### src/rtl/rle_pkg.sv
package rle_pkg;

  // Default limits and fixed field widths
  localparam int MAX_RUN_DEF = 127;
  localparam int MAX_LIT_DEF = 60;
  localparam int CQ_DEPTH    = 4;
  localparam int RUN_CW      = 7;

  // Packet header codes
  localparam logic [7:0] HDR_LIT = 8'd128;
  localparam logic [7:0] HDR_ONE = 8'd129;

  // Literal store address and count widths
  function automatic int lit_aw(input int depth);
    return (depth > 1) ? $clog2(depth) : 1;
  endfunction

  function automatic int lit_cw(input int depth);
    return $clog2(depth + 1);
  endfunction

  typedef struct packed {
    logic [7:0] data_byte;
    logic       msg_last;
  } in_t;

  typedef struct packed {
    logic [7:0] code_byte;
    logic       code_last;
  } out_t;

  // At most one command per classified byte: optional literal append, optional
  // literal flush, then up to two header/byte pairs (the second with a
  // lone-byte header).
  typedef struct packed {
    logic       store_en;
    logic [7:0] store_byte;
    logic       flush_en;
    logic       p0_en;
    logic [7:0] p0_hdr;
    logic [7:0] p0_byte;
    logic       p1_en;
    logic [7:0] p1_byte;
    logic       last;
  } cmd_t;

endpackage

### src/rtl/rle_front.sv
module rle_front
  import rle_pkg::*;
#(
  parameter int MAX_RUN = MAX_RUN_DEF,
  parameter int MAX_LIT = MAX_LIT_DEF
) (
  input  logic clk,
  input  logic rst_n,
  input  logic item_accept,
  input  in_t  item,
  output logic cmd_push,
  output cmd_t cmd
);

  localparam int LIT_CW = lit_cw(MAX_LIT);
  localparam logic [RUN_CW-1:0] MaxRunC = RUN_CW'(MAX_RUN);
  localparam logic [LIT_CW-1:0] MaxLitC = LIT_CW'(MAX_LIT);

  typedef enum logic [2:0] {
    F_IDLE = 3'b001,
    F_RUN  = 3'b010,
    F_LIT  = 3'b100
  } phase_t;

  phase_t              phase_r, phase_nxt;
  logic [7:0]          held_sym_r, held_sym_nxt;
  logic [RUN_CW-1:0]   held_cnt_r, held_cnt_nxt;
  logic [LIT_CW-1:0]   lit_cnt_r, lit_cnt_nxt;
  logic [LIT_CW-1:0]   lc_inc;
  logic [7:0]          b;
  logic                last;

  assign b      = item.data_byte;
  assign last   = item.msg_last;
  assign lc_inc = lit_cnt_r + 1'b1;

  // Classify the accepted byte against the held byte
  always_comb begin
    phase_nxt    = phase_r;
    held_sym_nxt = held_sym_r;
    held_cnt_nxt = held_cnt_r;
    lit_cnt_nxt  = lit_cnt_r;
    cmd          = '0;
    cmd.last     = last;
    if (item_accept) begin
      case (phase_r)
        F_LIT: begin
          if (held_sym_r != b) begin
            // absorb the held byte into the literal block
            cmd.store_en   = 1'b1;
            cmd.store_byte = held_sym_r;
            if (lc_inc >= MaxLitC || last) begin
              cmd.flush_en = 1'b1;
              lit_cnt_nxt  = '0;
              if (last) begin
                cmd.p0_en   = 1'b1;
                cmd.p0_hdr  = HDR_ONE;
                cmd.p0_byte = b;
                phase_nxt   = F_IDLE;
              end else begin
                held_sym_nxt = b;
                held_cnt_nxt = RUN_CW'(1);
                phase_nxt    = F_RUN;
              end
            end else begin
              held_sym_nxt = b;
              lit_cnt_nxt  = lc_inc;
            end
          end else begin
            // held byte repeats: close the block and open a run of two
            cmd.flush_en = 1'b1;
            lit_cnt_nxt  = '0;
            held_cnt_nxt = RUN_CW'(2);
            if (last) begin
              cmd.p0_en   = 1'b1;
              cmd.p0_hdr  = 8'd2;
              cmd.p0_byte = held_sym_r;
              phase_nxt   = F_IDLE;
            end else begin
              phase_nxt = F_RUN;
            end
          end
        end
        F_RUN: begin
          if (b == held_sym_r && held_cnt_r < MaxRunC) begin
            // extend the run
            held_cnt_nxt = held_cnt_r + 1'b1;
            if (last) begin
              cmd.p0_en   = 1'b1;
              cmd.p0_hdr  = {1'b0, held_cnt_r} + 8'd1;
              cmd.p0_byte = held_sym_r;
              phase_nxt   = F_IDLE;
            end
          end else if (b == held_sym_r || held_cnt_r >= RUN_CW'(2)) begin
            // close the run, start a new packet
            cmd.p0_en   = 1'b1;
            cmd.p0_hdr  = {1'b0, held_cnt_r};
            cmd.p0_byte = held_sym_r;
            if (last) begin
              cmd.p1_en   = 1'b1;
              cmd.p1_byte = b;
              phase_nxt   = F_IDLE;
            end else begin
              held_sym_nxt = b;
              held_cnt_nxt = RUN_CW'(1);
            end
          end else begin
            // single byte: it opens a literal block
            cmd.store_en   = 1'b1;
            cmd.store_byte = held_sym_r;
            if (LIT_CW'(1) >= MaxLitC || last) begin
              cmd.flush_en = 1'b1;
              lit_cnt_nxt  = '0;
              if (last) begin
                cmd.p0_en   = 1'b1;
                cmd.p0_hdr  = HDR_ONE;
                cmd.p0_byte = b;
                phase_nxt   = F_IDLE;
              end else begin
                held_sym_nxt = b;
                held_cnt_nxt = RUN_CW'(1);
              end
            end else begin
              held_sym_nxt = b;
              lit_cnt_nxt  = LIT_CW'(1);
              phase_nxt    = F_LIT;
            end
          end
        end
        default: begin
          // start a packet from idle
          if (last) begin
            cmd.p0_en   = 1'b1;
            cmd.p0_hdr  = HDR_ONE;
            cmd.p0_byte = b;
            phase_nxt   = F_IDLE;
          end else begin
            held_sym_nxt = b;
            held_cnt_nxt = RUN_CW'(1);
            phase_nxt    = F_RUN;
          end
        end
      endcase
    end
  end

  assign cmd_push = item_accept && (cmd.store_en || cmd.flush_en || cmd.p0_en);

  // Hold coder state
  always_ff @(posedge clk) begin
    if (!rst_n) begin
      phase_r    <= F_IDLE;
      held_sym_r <= '0;
      held_cnt_r <= '0;
      lit_cnt_r  <= '0;
    end else begin
      phase_r    <= phase_nxt;
      held_sym_r <= held_sym_nxt;
      held_cnt_r <= held_cnt_nxt;
      lit_cnt_r  <= lit_cnt_nxt;
    end
  end

  a_lit_below_cap: assert property (@(posedge clk) disable iff (!rst_n)
    phase_r == F_LIT |-> (lit_cnt_r != '0 && lit_cnt_r < MaxLitC))
    else $error("literal count out of range while block open");

  a_last_goes_idle: assert property (@(posedge clk) disable iff (!rst_n)
    (item_accept && last) |=> phase_r == F_IDLE)
    else $error("coder left state pending after message end");

endmodule

### src/rtl/rle_cmd_fifo.sv
module rle_cmd_fifo
  import rle_pkg::*;
#(
  parameter int DEPTH = CQ_DEPTH
) (
  input  logic clk,
  input  logic rst_n,
  input  logic push,
  input  cmd_t push_data,
  output logic full,
  input  logic pop,
  output cmd_t head,
  output logic empty
);

  localparam int PW = (DEPTH > 1) ? $clog2(DEPTH) : 1;
  localparam int CW = $clog2(DEPTH + 1);

  cmd_t          slot_r [DEPTH];
  logic [PW-1:0] wr_ptr_r, rd_ptr_r;
  logic [CW-1:0] cnt_r;
  logic          do_push, do_pop;

  assign full    = (cnt_r == CW'(DEPTH));
  assign empty   = (cnt_r == '0);
  assign head    = slot_r[rd_ptr_r];
  assign do_push = push && !full;
  assign do_pop  = pop && !empty;

  // Store pushed commands
  always_ff @(posedge clk) begin
    if (do_push) slot_r[wr_ptr_r] <= push_data;
  end

  // Advance pointers and fill count
  always_ff @(posedge clk) begin
    if (!rst_n) begin
      wr_ptr_r <= '0;
      rd_ptr_r <= '0;
      cnt_r    <= '0;
    end else begin
      if (do_push) wr_ptr_r <= (wr_ptr_r == PW'(DEPTH - 1)) ? '0 : wr_ptr_r + 1'b1;
      if (do_pop)  rd_ptr_r <= (rd_ptr_r == PW'(DEPTH - 1)) ? '0 : rd_ptr_r + 1'b1;
      case ({do_push, do_pop})
        2'b10:   cnt_r <= cnt_r + 1'b1;
        2'b01:   cnt_r <= cnt_r - 1'b1;
        default: cnt_r <= cnt_r;
      endcase
    end
  end

  a_pop_frees: assert property (@(posedge clk) disable iff (!rst_n)
    (do_pop && !do_push) |=> !full)
    else $error("command queue still full after a pop");

endmodule

### src/rtl/rle_back.sv
module rle_back
  import rle_pkg::*;
#(
  parameter int MAX_LIT = MAX_LIT_DEF
) (
  input  logic clk,
  input  logic rst_n,
  input  cmd_t cq_head,
  input  logic cq_empty,
  output logic cq_pop,
  output out_t out_item,
  output logic out_valid,
  input  logic out_take
);

  localparam int LIT_AW = lit_aw(MAX_LIT);
  localparam int LIT_CW = lit_cw(MAX_LIT);

  typedef enum logic [6:0] {
    B_IDLE = 7'b0000001,
    B_FHDR = 7'b0000010,
    B_FDAT = 7'b0000100,
    B_P0H  = 7'b0001000,
    B_P0B  = 7'b0010000,
    B_P1H  = 7'b0100000,
    B_P1B  = 7'b1000000
  } bstate_t;

  bstate_t             state_r, state_nxt;
  cmd_t                cur_r, cur_nxt;
  logic [LIT_CW-1:0]   lit_cnt_r, lit_cnt_nxt;
  logic [LIT_CW-1:0]   rd_idx_r, rd_idx_nxt;
  logic [LIT_CW-1:0]   idx_inc;
  logic [7:0]          rd_q_r;
  logic [7:0]          lit_mem [MAX_LIT];
  logic                mem_we, rd_en;
  logic [LIT_AW-1:0]   rd_addr;
  logic                out_valid_r;
  out_t                out_r, out_load_val;
  logic                out_load, can_put;

  assign can_put = !out_valid_r || out_take;
  assign idx_inc = rd_idx_r + 1'b1;

  // Sequence the commands into coded bytes
  always_comb begin
    state_nxt    = state_r;
    cur_nxt      = cur_r;
    lit_cnt_nxt  = lit_cnt_r;
    rd_idx_nxt   = rd_idx_r;
    cq_pop       = 1'b0;
    mem_we       = 1'b0;
    rd_en        = 1'b0;
    rd_addr      = '0;
    out_load     = 1'b0;
    out_load_val = '0;
    case (state_r)
      B_IDLE: begin
        if (!cq_empty) begin
          cq_pop  = 1'b1;
          cur_nxt = cq_head;
          if (cq_head.store_en) begin
            mem_we      = 1'b1;
            lit_cnt_nxt = lit_cnt_r + 1'b1;
          end
          if (cq_head.flush_en)   state_nxt = B_FHDR;
          else if (cq_head.p0_en) state_nxt = B_P0H;
          else                    state_nxt = B_IDLE;
        end
      end
      B_FHDR: begin
        if (can_put) begin
          out_load     = 1'b1;
          out_load_val = '{code_byte: HDR_LIT + 8'(lit_cnt_r), code_last: 1'b0};
          rd_en        = 1'b1;
          rd_idx_nxt   = '0;
          state_nxt    = B_FDAT;
        end
      end
      B_FDAT: begin
        if (can_put) begin
          out_load     = 1'b1;
          out_load_val = '{code_byte: rd_q_r, code_last: 1'b0};
          if (idx_inc == lit_cnt_r) begin
            lit_cnt_nxt = '0;
            state_nxt   = cur_r.p0_en ? B_P0H : B_IDLE;
          end else begin
            // prefetch the next literal byte
            rd_idx_nxt = idx_inc;
            rd_en      = 1'b1;
            rd_addr    = idx_inc[LIT_AW-1:0];
          end
        end
      end
      B_P0H: begin
        if (can_put) begin
          out_load     = 1'b1;
          out_load_val = '{code_byte: cur_r.p0_hdr, code_last: 1'b0};
          state_nxt    = B_P0B;
        end
      end
      B_P0B: begin
        if (can_put) begin
          out_load     = 1'b1;
          out_load_val = '{code_byte: cur_r.p0_byte,
                           code_last: cur_r.last && !cur_r.p1_en};
          state_nxt    = cur_r.p1_en ? B_P1H : B_IDLE;
        end
      end
      B_P1H: begin
        if (can_put) begin
          out_load     = 1'b1;
          out_load_val = '{code_byte: HDR_ONE, code_last: 1'b0};
          state_nxt    = B_P1B;
        end
      end
      B_P1B: begin
        if (can_put) begin
          out_load     = 1'b1;
          out_load_val = '{code_byte: cur_r.p1_byte, code_last: cur_r.last};
          state_nxt    = B_IDLE;
        end
      end
      default: state_nxt = B_IDLE;
    endcase
  end

  // Literal store: append at the fill count, read with registered data
  always_ff @(posedge clk) begin
    if (mem_we) lit_mem[lit_cnt_r[LIT_AW-1:0]] <= cq_head.store_byte;
    if (rd_en)  rd_q_r <= lit_mem[rd_addr];
  end

  // Advance sequencer state
  always_ff @(posedge clk) begin
    if (!rst_n) begin
      state_r   <= B_IDLE;
      lit_cnt_r <= '0;
      rd_idx_r  <= '0;
    end else begin
      state_r   <= state_nxt;
      lit_cnt_r <= lit_cnt_nxt;
      rd_idx_r  <= rd_idx_nxt;
    end
  end

  always_ff @(posedge clk) begin
    cur_r <= cur_nxt;
  end

  // Hold the oldest coded byte until taken
  always_ff @(posedge clk) begin
    if (!rst_n) begin
      out_valid_r <= 1'b0;
    end else if (out_load) begin
      out_valid_r <= 1'b1;
    end else if (out_take) begin
      out_valid_r <= 1'b0;
    end
  end

  always_ff @(posedge clk) begin
    if (out_load) out_r <= out_load_val;
  end

  assign out_item  = out_r;
  assign out_valid = out_valid_r;

  a_flush_nonempty: assert property (@(posedge clk) disable iff (!rst_n)
    (state_r == B_FHDR || state_r == B_FDAT) |-> lit_cnt_r != '0)
    else $error("literal flush with an empty block");

  a_read_in_block: assert property (@(posedge clk) disable iff (!rst_n)
    state_r == B_FDAT |-> rd_idx_r < lit_cnt_r)
    else $error("literal read past the block fill");

  a_no_overwrite: assert property (@(posedge clk) disable iff (!rst_n)
    (out_valid_r && !out_take) |=> $stable(out_r))
    else $error("waiting coded byte overwritten");

endmodule

### src/rtl/rle_run_literal_encoder.sv
// Run/literal byte encoder. Bytes enter through push/full with a flag on the
// last byte of each message; coded bytes (run count or 128 plus literal
// length, then data) leave through empty/pop, with code_last on the final
// coded byte of the message. The front stage takes one byte per cycle while
// its 4-entry command queue has room. The back stage fetches each command,
// then sends its coded bytes through its single output register, waiting
// while that register holds a byte not yet taken; the command fetch and
// this single output register set the sustained rate.
module rle_run_literal_encoder
  import rle_pkg::*;
#(
  parameter int MAX_RUN = MAX_RUN_DEF,
  parameter int MAX_LIT = MAX_LIT_DEF
) (
  input  logic clk,
  input  logic rst_n,
  input  logic push,
  input  in_t  in_data,
  output logic full,
  output logic empty,
  input  logic pop,
  output out_t out_data
);

  cmd_t cmd, cq_head;
  logic cmd_push, cq_full, cq_empty, cq_pop;
  logic item_accept, out_valid, out_take;

  assign full        = cq_full;
  assign item_accept = push && !cq_full;
  assign empty       = !out_valid;
  assign out_take    = pop && out_valid;

  rle_front #(
    .MAX_RUN(MAX_RUN),
    .MAX_LIT(MAX_LIT)
  ) u_front (
    .clk        (clk),
    .rst_n      (rst_n),
    .item_accept(item_accept),
    .item       (in_data),
    .cmd_push   (cmd_push),
    .cmd        (cmd)
  );

  rle_cmd_fifo #(
    .DEPTH(CQ_DEPTH)
  ) u_cmd_fifo (
    .clk      (clk),
    .rst_n    (rst_n),
    .push     (cmd_push),
    .push_data(cmd),
    .full     (cq_full),
    .pop      (cq_pop),
    .head     (cq_head),
    .empty    (cq_empty)
  );

  rle_back #(
    .MAX_LIT(MAX_LIT)
  ) u_back (
    .clk      (clk),
    .rst_n    (rst_n),
    .cq_head  (cq_head),
    .cq_empty (cq_empty),
    .cq_pop   (cq_pop),
    .out_item (out_data),
    .out_valid(out_valid),
    .out_take (out_take)
  );

endmodule

### config.mk
export PLATFORM = sky130hd
export DESIGN_NAME = rle_run_literal_encoder
export DESIGN_NICKNAME = d
export VERILOG_FILES = /design/src/rtl/rle_pkg.sv /design/src/rtl/rle_front.sv /design/src/rtl/rle_cmd_fifo.sv /design/src/rtl/rle_back.sv /design/src/rtl/rle_run_literal_encoder.sv
export SDC_FILE = /design/constraint.sdc
export NUM_CORES = 1
export LEC_CHECK = 0
export BUFFER_PORTS_ARGS = -buffer_cell sky130_fd_sc_hd__clkbuf_2
export CORE_ASPECT_RATIO = 1.5
export CORE_UTILIZATION = 30
export DETAILED_ROUTE_END_ITERATION = 8
export MAX_ROUTING_LAYER = met4
export REMOVE_ABC_BUFFERS = 1
export SKIP_CTS_REPAIR_TIMING = 1
export SLEW_MARGIN = 5
export SYNTH_ARGS = -nofsm -noshare
export SYNTH_HDL_FRONTEND = slang
export SYNTH_SLANG_ARGS = --single-unit
export TNS_END_PERCENT = 30
### constraint.sdc
create_clock -name clk -period 5.1 [get_ports clk]
set_clock_uncertainty 0.1 [all_clocks]
set_input_delay 1.275 -clock clk [delete_from_list [all_inputs] [get_ports clk]]
set_output_delay 1.275 -clock clk [all_outputs]
set_load 0.01 [all_outputs]
Word-level counts from Yosys, hierarchy flattened. Memories as Yosys holds them, arrays and structs flattened. A register that Yosys moved wholly into a read port is not among the register bits. Cells that the tools add are included.

$add $sub $neg: 10. $lt $le $gt $ge: 3. Eq/ne operators: 32. Muxes and demuxes: 96. Bitwise gates (word level): 1. Reduce and logical (&&, ||, !) cells: 31.

Operators by type and width (number): $mux W9 (11); $mux W7 (14); $mux W6 (15); $mux W17 (5); $mux W18 (3); $pmux W9 S6 (1); $pmux W7 S7 (1); $mux W36 (1); $pmux W6 S2 (3); $pmux W17 S2 (1); $mux W8 (4); $mux W10 (2); $pmux W10 S2 (1); $add A6 B1 Y6 const B (3); $mux W3 (6); $ne A2 B1 Y1 const B (9); $mux W1 (16); $pmux W8 S2 (1); $pmux W7 S2 (1); $pmux W3 S2 (2); $mux W2 (5); $reduce_bool A2 Y1 (5); $add A7 B1 Y8 const B (1); $add A8 B6 Y8 const A (1); other kinds (37) (61).

Flip-flop bits (word level): 87. Bits in writable memories: 628. Input bits: 13. Output and inout port bits: 11. Word-level logic and storage cells: 194. Memories kept: 2.

Memories: u_back.lit_mem (words 60, bits a word 8, rd ports 1, clocked after Yosys merged registers in 1, write ports 1, RTL line rle_back.sv:35) `logic [7:0] lit_mem [MAX_LIT];`; u_cmd_fifo.slot_r (words 4, bits a word 37, rd ports 1, clocked after Yosys merged registers in 1, write ports 1, RTL line rle_cmd_fifo.sv:19) `cmd_t slot_r [DEPTH];`.

Depth between registers and ports, before layout.
Depth after elaboration: 13. Depth in mapped cells: 15. Depth with buffers taken out: 14.

Cells and area by module. A second synthesis with hierarchy kept.

Cell total of the unflattened synthesis: 2050. Area, all modules: 30561.8 µm².

Modules (own cells, without submodules): rle_back (times used 1, cells each 1519, area an instance 22564.1 µm², seq. area each 16135.5 µm²); rle_cmd_fifo (times used 1, cells each 249, area an instance 5889.4 µm², seq. area each 4624.4 µm²); rle_front (times used 1, cells each 279, area an instance 2089.5 µm², seq. area each 480.5 µm²); rle_run_literal_encoder (times used 1, cells each 3, area an instance 18.8 µm², seq. area each 0.0 µm²).

Worst setup path after synthesis. No wires, ideal clock.

Path kind: input to register. From: input port in_data[2] (netlist bit). To: register u_cmd_fifo.cnt_r[2]. Setup time: 76 ps. Arrival: 4116 ps. Data required time: 4924 ps. Path slack: 808 ps. Stages on the path: 14. Buffers on the path: 0. Cells stage by stage: xor2_1 -> nor4_1 -> nand2_1 -> a31o_2 -> and2_1 -> a21oi_1 -> a31oi_1 -> inv_1 -> ha_1 -> inv_1 -> fa_1 -> xor2_1 -> or3_1 -> a21boi_0.

Word-level cells in the longest chain between the ends: 12. Elaborated cells on any way between the ends: 21. Those cells by class: 4 x eq/ne; 10 x mux; 7 x reduce/logical.

Ends and longest elaborated chain: start: declaration (RTL line rle_run_literal_encoder.sv:18) `input in_t in_data,`; $eq A8 B8 Y1 (RTL line rle_front.sv:85, rle_front.sv:94); $logic_or A1 B1 Y1 (RTL line rle_front.sv:94) `end else if (b == held_sym_r || held_cnt_r >= RUN_CW'(2)) begin`; $mux W10 (RTL line rle_front.sv:94); $mux W10 (RTL line rle_front.sv:85) `if (b == held_sym_r && held_cnt_r < MaxRunC) begin`; $pmux W10 S2 (RTL line rle_front.sv:46) `case (phase_r)`; $mux W36 * (RTL line rle_front.sv:45) `if (item_accept) begin`; $logic_or A1 B1 Y1 (RTL line rle_front.sv:147) `assign cmd_push = item_accept && (cmd.store_en || cmd.flush_en || cmd.p0_en);`; $logic_or A1 B1 Y1 * (RTL line rle_front.sv:147); $logic_and A1 B1 Y1 * (RTL line rle_front.sv:147); $logic_and A1 B1 Y1 * (RTL line rle_cmd_fifo.sv:27) `assign do_push = push && !full;`; $eq A2 B1 Y1 / $eq A2 B2 Y1 (equally long branches) (RTL line rle_cmd_fifo.sv:44) `case ({do_push, do_pop})`; $pmux W3 S2 / $reduce_bool A2 Y1 (equally long branches); end signal: assignment (RTL line rle_cmd_fifo.sv:45) `2'b10: cnt_r <= cnt_r + 1'b1;`; end signal: assignment (RTL line rle_cmd_fifo.sv:46) `2'b01: cnt_r <= cnt_r - 1'b1;`; end signal: assignment (RTL line rle_cmd_fifo.sv:47) `default: cnt_r <= cnt_r;`; end: declaration (RTL line rle_cmd_fifo.sv:21) `logic [CW-1:0] cnt_r;`.

Mark *: on every way between the ends. The rest lies on a longest branch, timed or not. A chain may end at the register's enable or synchronous reset.

Worst setup path in the final report.
From: register u_back.rd_idx_r[0]. To: register u_back.rd_q_r[1] (read register of u_back.lit_mem) (data pin).

Word-level cells in the longest chain between the ends: 5. Elaborated cells on any way between the ends: 8. Those cells by class: 1 x add/sub; 1 x eq/ne; 6 x mux.

Ends and longest elaborated chain: start: declaration (RTL line rle_back.sv:32) `logic [LIT_CW-1:0] rd_idx_r, rd_idx_nxt;`; start signal: assignment (RTL line rle_back.sv:143) `rd_idx_r <= rd_idx_nxt;`; $add A6 B1 Y6 * (RTL line rle_back.sv:43) `assign idx_inc = rd_idx_r + 1'b1;`; $eq A6 B6 Y1 (RTL line rle_back.sv:84) `if (idx_inc == lit_cnt_r) begin`; $mux W1 / $mux W6 (equally long branches) (RTL line rle_back.sv:84); $mux W1 / $mux W6 (equally long branches) (RTL line rle_back.sv:81) `if (can_put) begin`; $pmux W1 S2 / $mux W6 (equally long branches) (RTL line rle_back.sv:57) `case (state_r)`; end: declaration (RTL line rle_back.sv:34) `logic [7:0] rd_q_r;`.

Marked as above.

==> results.yml <==
floorplan:
  die_w_um: 259.4
  die-area_um2: 100700
  placementRows: 141
  start_util_pct: 30.28
  ios: 24
  die_h_um: 388.1
  coreArea_um2: 98440
hold_path:
  min_path_cells: 2
  whs_endpoint: "u_front.lit_cnt_r[5]$_SDFFE_PN0P_"
  min_path_type: "flip-flop to flip-flop"
  min-delay-start: "u_front.lit_cnt_r[5]$_SDFFE_PN0P_"
layout:
  area_delta_synth_final_pct: 14.14
  fin_util_pct: 34.56
  fillCellCount: 9414
  layout-drive-gt1-share_pct: 14.51
  nets: 2069
pwr:
  p_sw_mw: 3.473
  p_clk_share_pct: 37.1
  leakage_nw: 10.88
  p_per_area_nw_per_um2: 414.3
  p_int_mw: 10.62
  p_sw_share_pct: 24.63
  comb_power_share_pct: 11.4
  peakVddDrop_mv: 0.2369
  sequentialPowerShare_pct: 51.5
timing:
  setup-violations-final: 0
  fmax_ghz: 0.2096
  fin_crit_sh_pct: 93.56
  slew_headroom_pct: 21.06
  finalMaxSlewViolations: 0
  hold_viol_final: 0
  tightest_slew_ns: 1.154
  rsz0062_at_grt: "false"
  min_period_ns: 4.772
  whs_ns: 0.4092
routing:
  firstDrtPassIters: 8
  post-route-drc-count: 0
  vias_per_cell: 5.346
  drt_iter0_markers: 1778
  vias: 18110
  postRouteAntennaNets: 0
  post_drt_wl_per_cell_um: 24.63
  wl_um: 83430
clocking:
  h-tree-depth: 3
  cts_root_buf: "clkbuf_16"
  cts_buffers: 68
  cts.clk_slew.worst_paths_ns: 0.07
  cts_buffer_depth: 3
  clock_latency_ns: 0.61
  cts_tree: "built"
  clock_sinks: 725
logic_synthesis:
  synth_top_area_share_pct: 67.69
  synth-edff-count: 672
  yosysSeqAreaShare_pct: 71.25
  yosysWarnings: 0
  ys_types: 91
  syn-instance-count: 1981
  synth-seq-cells: 725
  async_reset_ff_share_pct: 0
  syn_area_um2: 29810
  synth_area_leaders: "edfxtp_1 (68%), dfxtp_1 (3.6%), mux2i_1 (3.4%)"
  ys.flop_type: "edfxtp_1"
  synth.avg_cell_area_um2: 15.05
  yosys.area.top_type: "edfxtp_1"
global_route:
  antenna_found_initial: 3
  grt_max_degree: 61
  grt_pass1_vias: 18440
  grt_pass1_wl_um: 123100
  grt.total_usage_pct: 17.01
  gr-total-overflow: 0
run_status:
  status: "completed"
run:
  drv_cap: 0
setup_path:
  path_cells: "ha_2, nor2_1, or3_4, a22oi_2, o21ai_4, nor3_2, buf_4, a21oi_1, a221oi_1, nand3_1"
  required_ns: 5.31
  reg2reg_depth: 10
  cp-start-kind: "flip-flop"
  r2r-end: "u_back.rd_q_r[1]$_DFFE_PP_"
  cp_slowest_cell: "a221oi_1"
  path_max_fanout: 29
  r2r_slack_ns: 0.33
  reg2reg_from: "u_back.rd_idx_r[0]$_SDFFE_PN0P_"
  max_stage_delay_ns: 0.88
  crit_arrival_ns: 4.98
  endpoint_kind: "flip-flop"
  path_buf_inv: 1
  path_class: "flip-flop to flip-flop"
  cp_top_family: "compound AO/OA/AOI/OAI gates"
placed_design:
  gp_congestion: 0.9950
  hpwl_um: 56820
  portBuffers: 23
-- sequential cells by signal (all words and copies together) (netlist names), named ones only --
name and count:
u_back.cur_r 27, u_cmd_fifo.wr_ptr_r 2, u_cmd_fifo.slot_r 148, u_back.state_r 7
u_back.lit_cnt_r 6, u_front.phase_r 3, u_back.rd_q_r 8, u_cmd_fifo.rd_ptr_r 2
u_front.lit_cnt_r 6, u_front.held_cnt_r 7, u_back.rd_idx_r 6, u_back.out_item 9
u_back.out_valid 1, u_cmd_fifo.cnt_r 3, u_back.lit_mem 480
-- how the worst max path moves through the flow --
stage | cells past startpoint | endpoint | start
2_1_floorplan | 9 | u_back.rd_q_r[7]$_DFFE_PP_ | u_back.rd_idx_r[0]$_SDFFE_PN0P_
3_3_place_gp | 10 | u_back.rd_q_r[4]$_DFFE_PP_ | pop
3_5_place_dp | 10 | u_back.rd_q_r[4]$_DFFE_PP_ | pop
4_1_cts | 10 | u_back.rd_q_r[1]$_DFFE_PP_ | u_back.rd_idx_r[0]$_SDFFE_PN0P_
5_1_grt | 10 | u_back.rd_q_r[1]$_DFFE_PP_ | u_back.rd_idx_r[0]$_SDFFE_PN0P_
6_report | 10 | u_back.rd_q_r[1]$_DFFE_PP_ | u_back.rd_idx_r[0]$_SDFFE_PN0P_
-- area by class of cell --
class | instances | area, um^2 | area share, %
Clock inverter | 33 | 434.2 | 1.276
Tap cell | 1287 | 1610 | 4.732
Multi-Input combinational cell | 1134 | 8043 | 23.64
Clock buffer | 88 | 1839 | 5.405
Timing Repair Buffer | 98 | 778.2 | 2.287
Inverter | 17 | 63.81 | 0.1875
Antenna cell | 5 | 12.51 | 0.03677
Sequential cell | 725 | 21250 | 62.44
-- power groups by stage --
stage	Combinational, mW	Clock, mW	Sequential [mW]
2_1_floorplan	0.877	0	7.39
3_5_place_dp	1.62	0	7.39
5_1_grt	1.72	5.52	7.29
4_1_cts	1.63	5.31	7.26
6_report	1.60	5.23	7.26
3_3_place_gp	1.59	0	7.39
-- routing by layer --
metal  track usage (%)  vias to the layer above  share of wire, %
li1                  -                     7869                 -
met1             18.59                     9140                36
met2             28.13                      842                50
met3             2.627                      256               6.1
met4             12.06                        0               7.6
met5                 -                        -                 0
-- cells in the mapped netlist, drive strengths merged, types with 4 or more instances --
library cell and number:
edfxtp 672, nand2 195, nor2 135, mux2i 102
nand3 62, clkbuf 56, o21ai 55, dfxtp 53
a21oi 49, buf 49, mux4 40, and2 39
nor2b 39, a22oi 28, o221ai 24, xor2 23
a31oi 21, nor3 21, o22ai 21, a211oi 19
mux2 17, a32oi 16, and3 16, inv 16
a221oi 15, nand4 14, nor4 14, ha 11
o211ai 11, a21boi 10, or3 10, xnor2 10
a2111oi 8, a222oi 8, nand2b 8, nand3b 7
o2111ai 7, o31ai 7, o221a 6, o31a 6
a211o 5, a32o 5, a22o 4, and3b 4
o21a 4
-- tightest hold or removal path, delay by kind of cell (launching register included) --
family	cells	cell delay, ns
flops	1	0.32
compound gates	2	0.13
-- layout by cell type, fill, tap and decap left out, types with 24 or more instances in the layout --
cell type and count:
a21oi_1 45, a22oi_1 27, and2_1 35, buf_4 67
clkbuf_16 70, dfxtp_1 51, edfxtp_1 672, mux2i_1 102
mux4_2 40, nand2_1 195, nand3_1 60, nor2_1 132
nor2b_1 39, o21ai_0 51, o221ai_1 24
-- metrics by stage --
stage          instances  worst slack (ns)  TNS, ns  cell area, um^2  power, mW
3_5_place_dp        3261            0.2035        0            31740      9.015
2_1_floorplan       1876            -2.537   -23.39            29290      8.264
6_report            3387            0.3283        0            34030      14.10
5_1_grt             3385            0.2804        0            34020      14.52
4_1_cts             3382            0.4071        0            34010      14.21
3_3_place_gp        3261            0.2991        0            31740      8.973
-- cells by family after synthesis --
group                    Yosys count  synth area share, %
XOR/XNOR                          33               0.9695
flip-flops                       725                71.25
adder cells (fa/ha/maj)           12               0.5289
multiplexers                     159                7.089
AO/OA/AOI/OAI                    353                8.860
AND/OR/NAND/NOR                  577                9.356
buffers and inverters            122                1.943
Power figures use the tool's default switching activity.
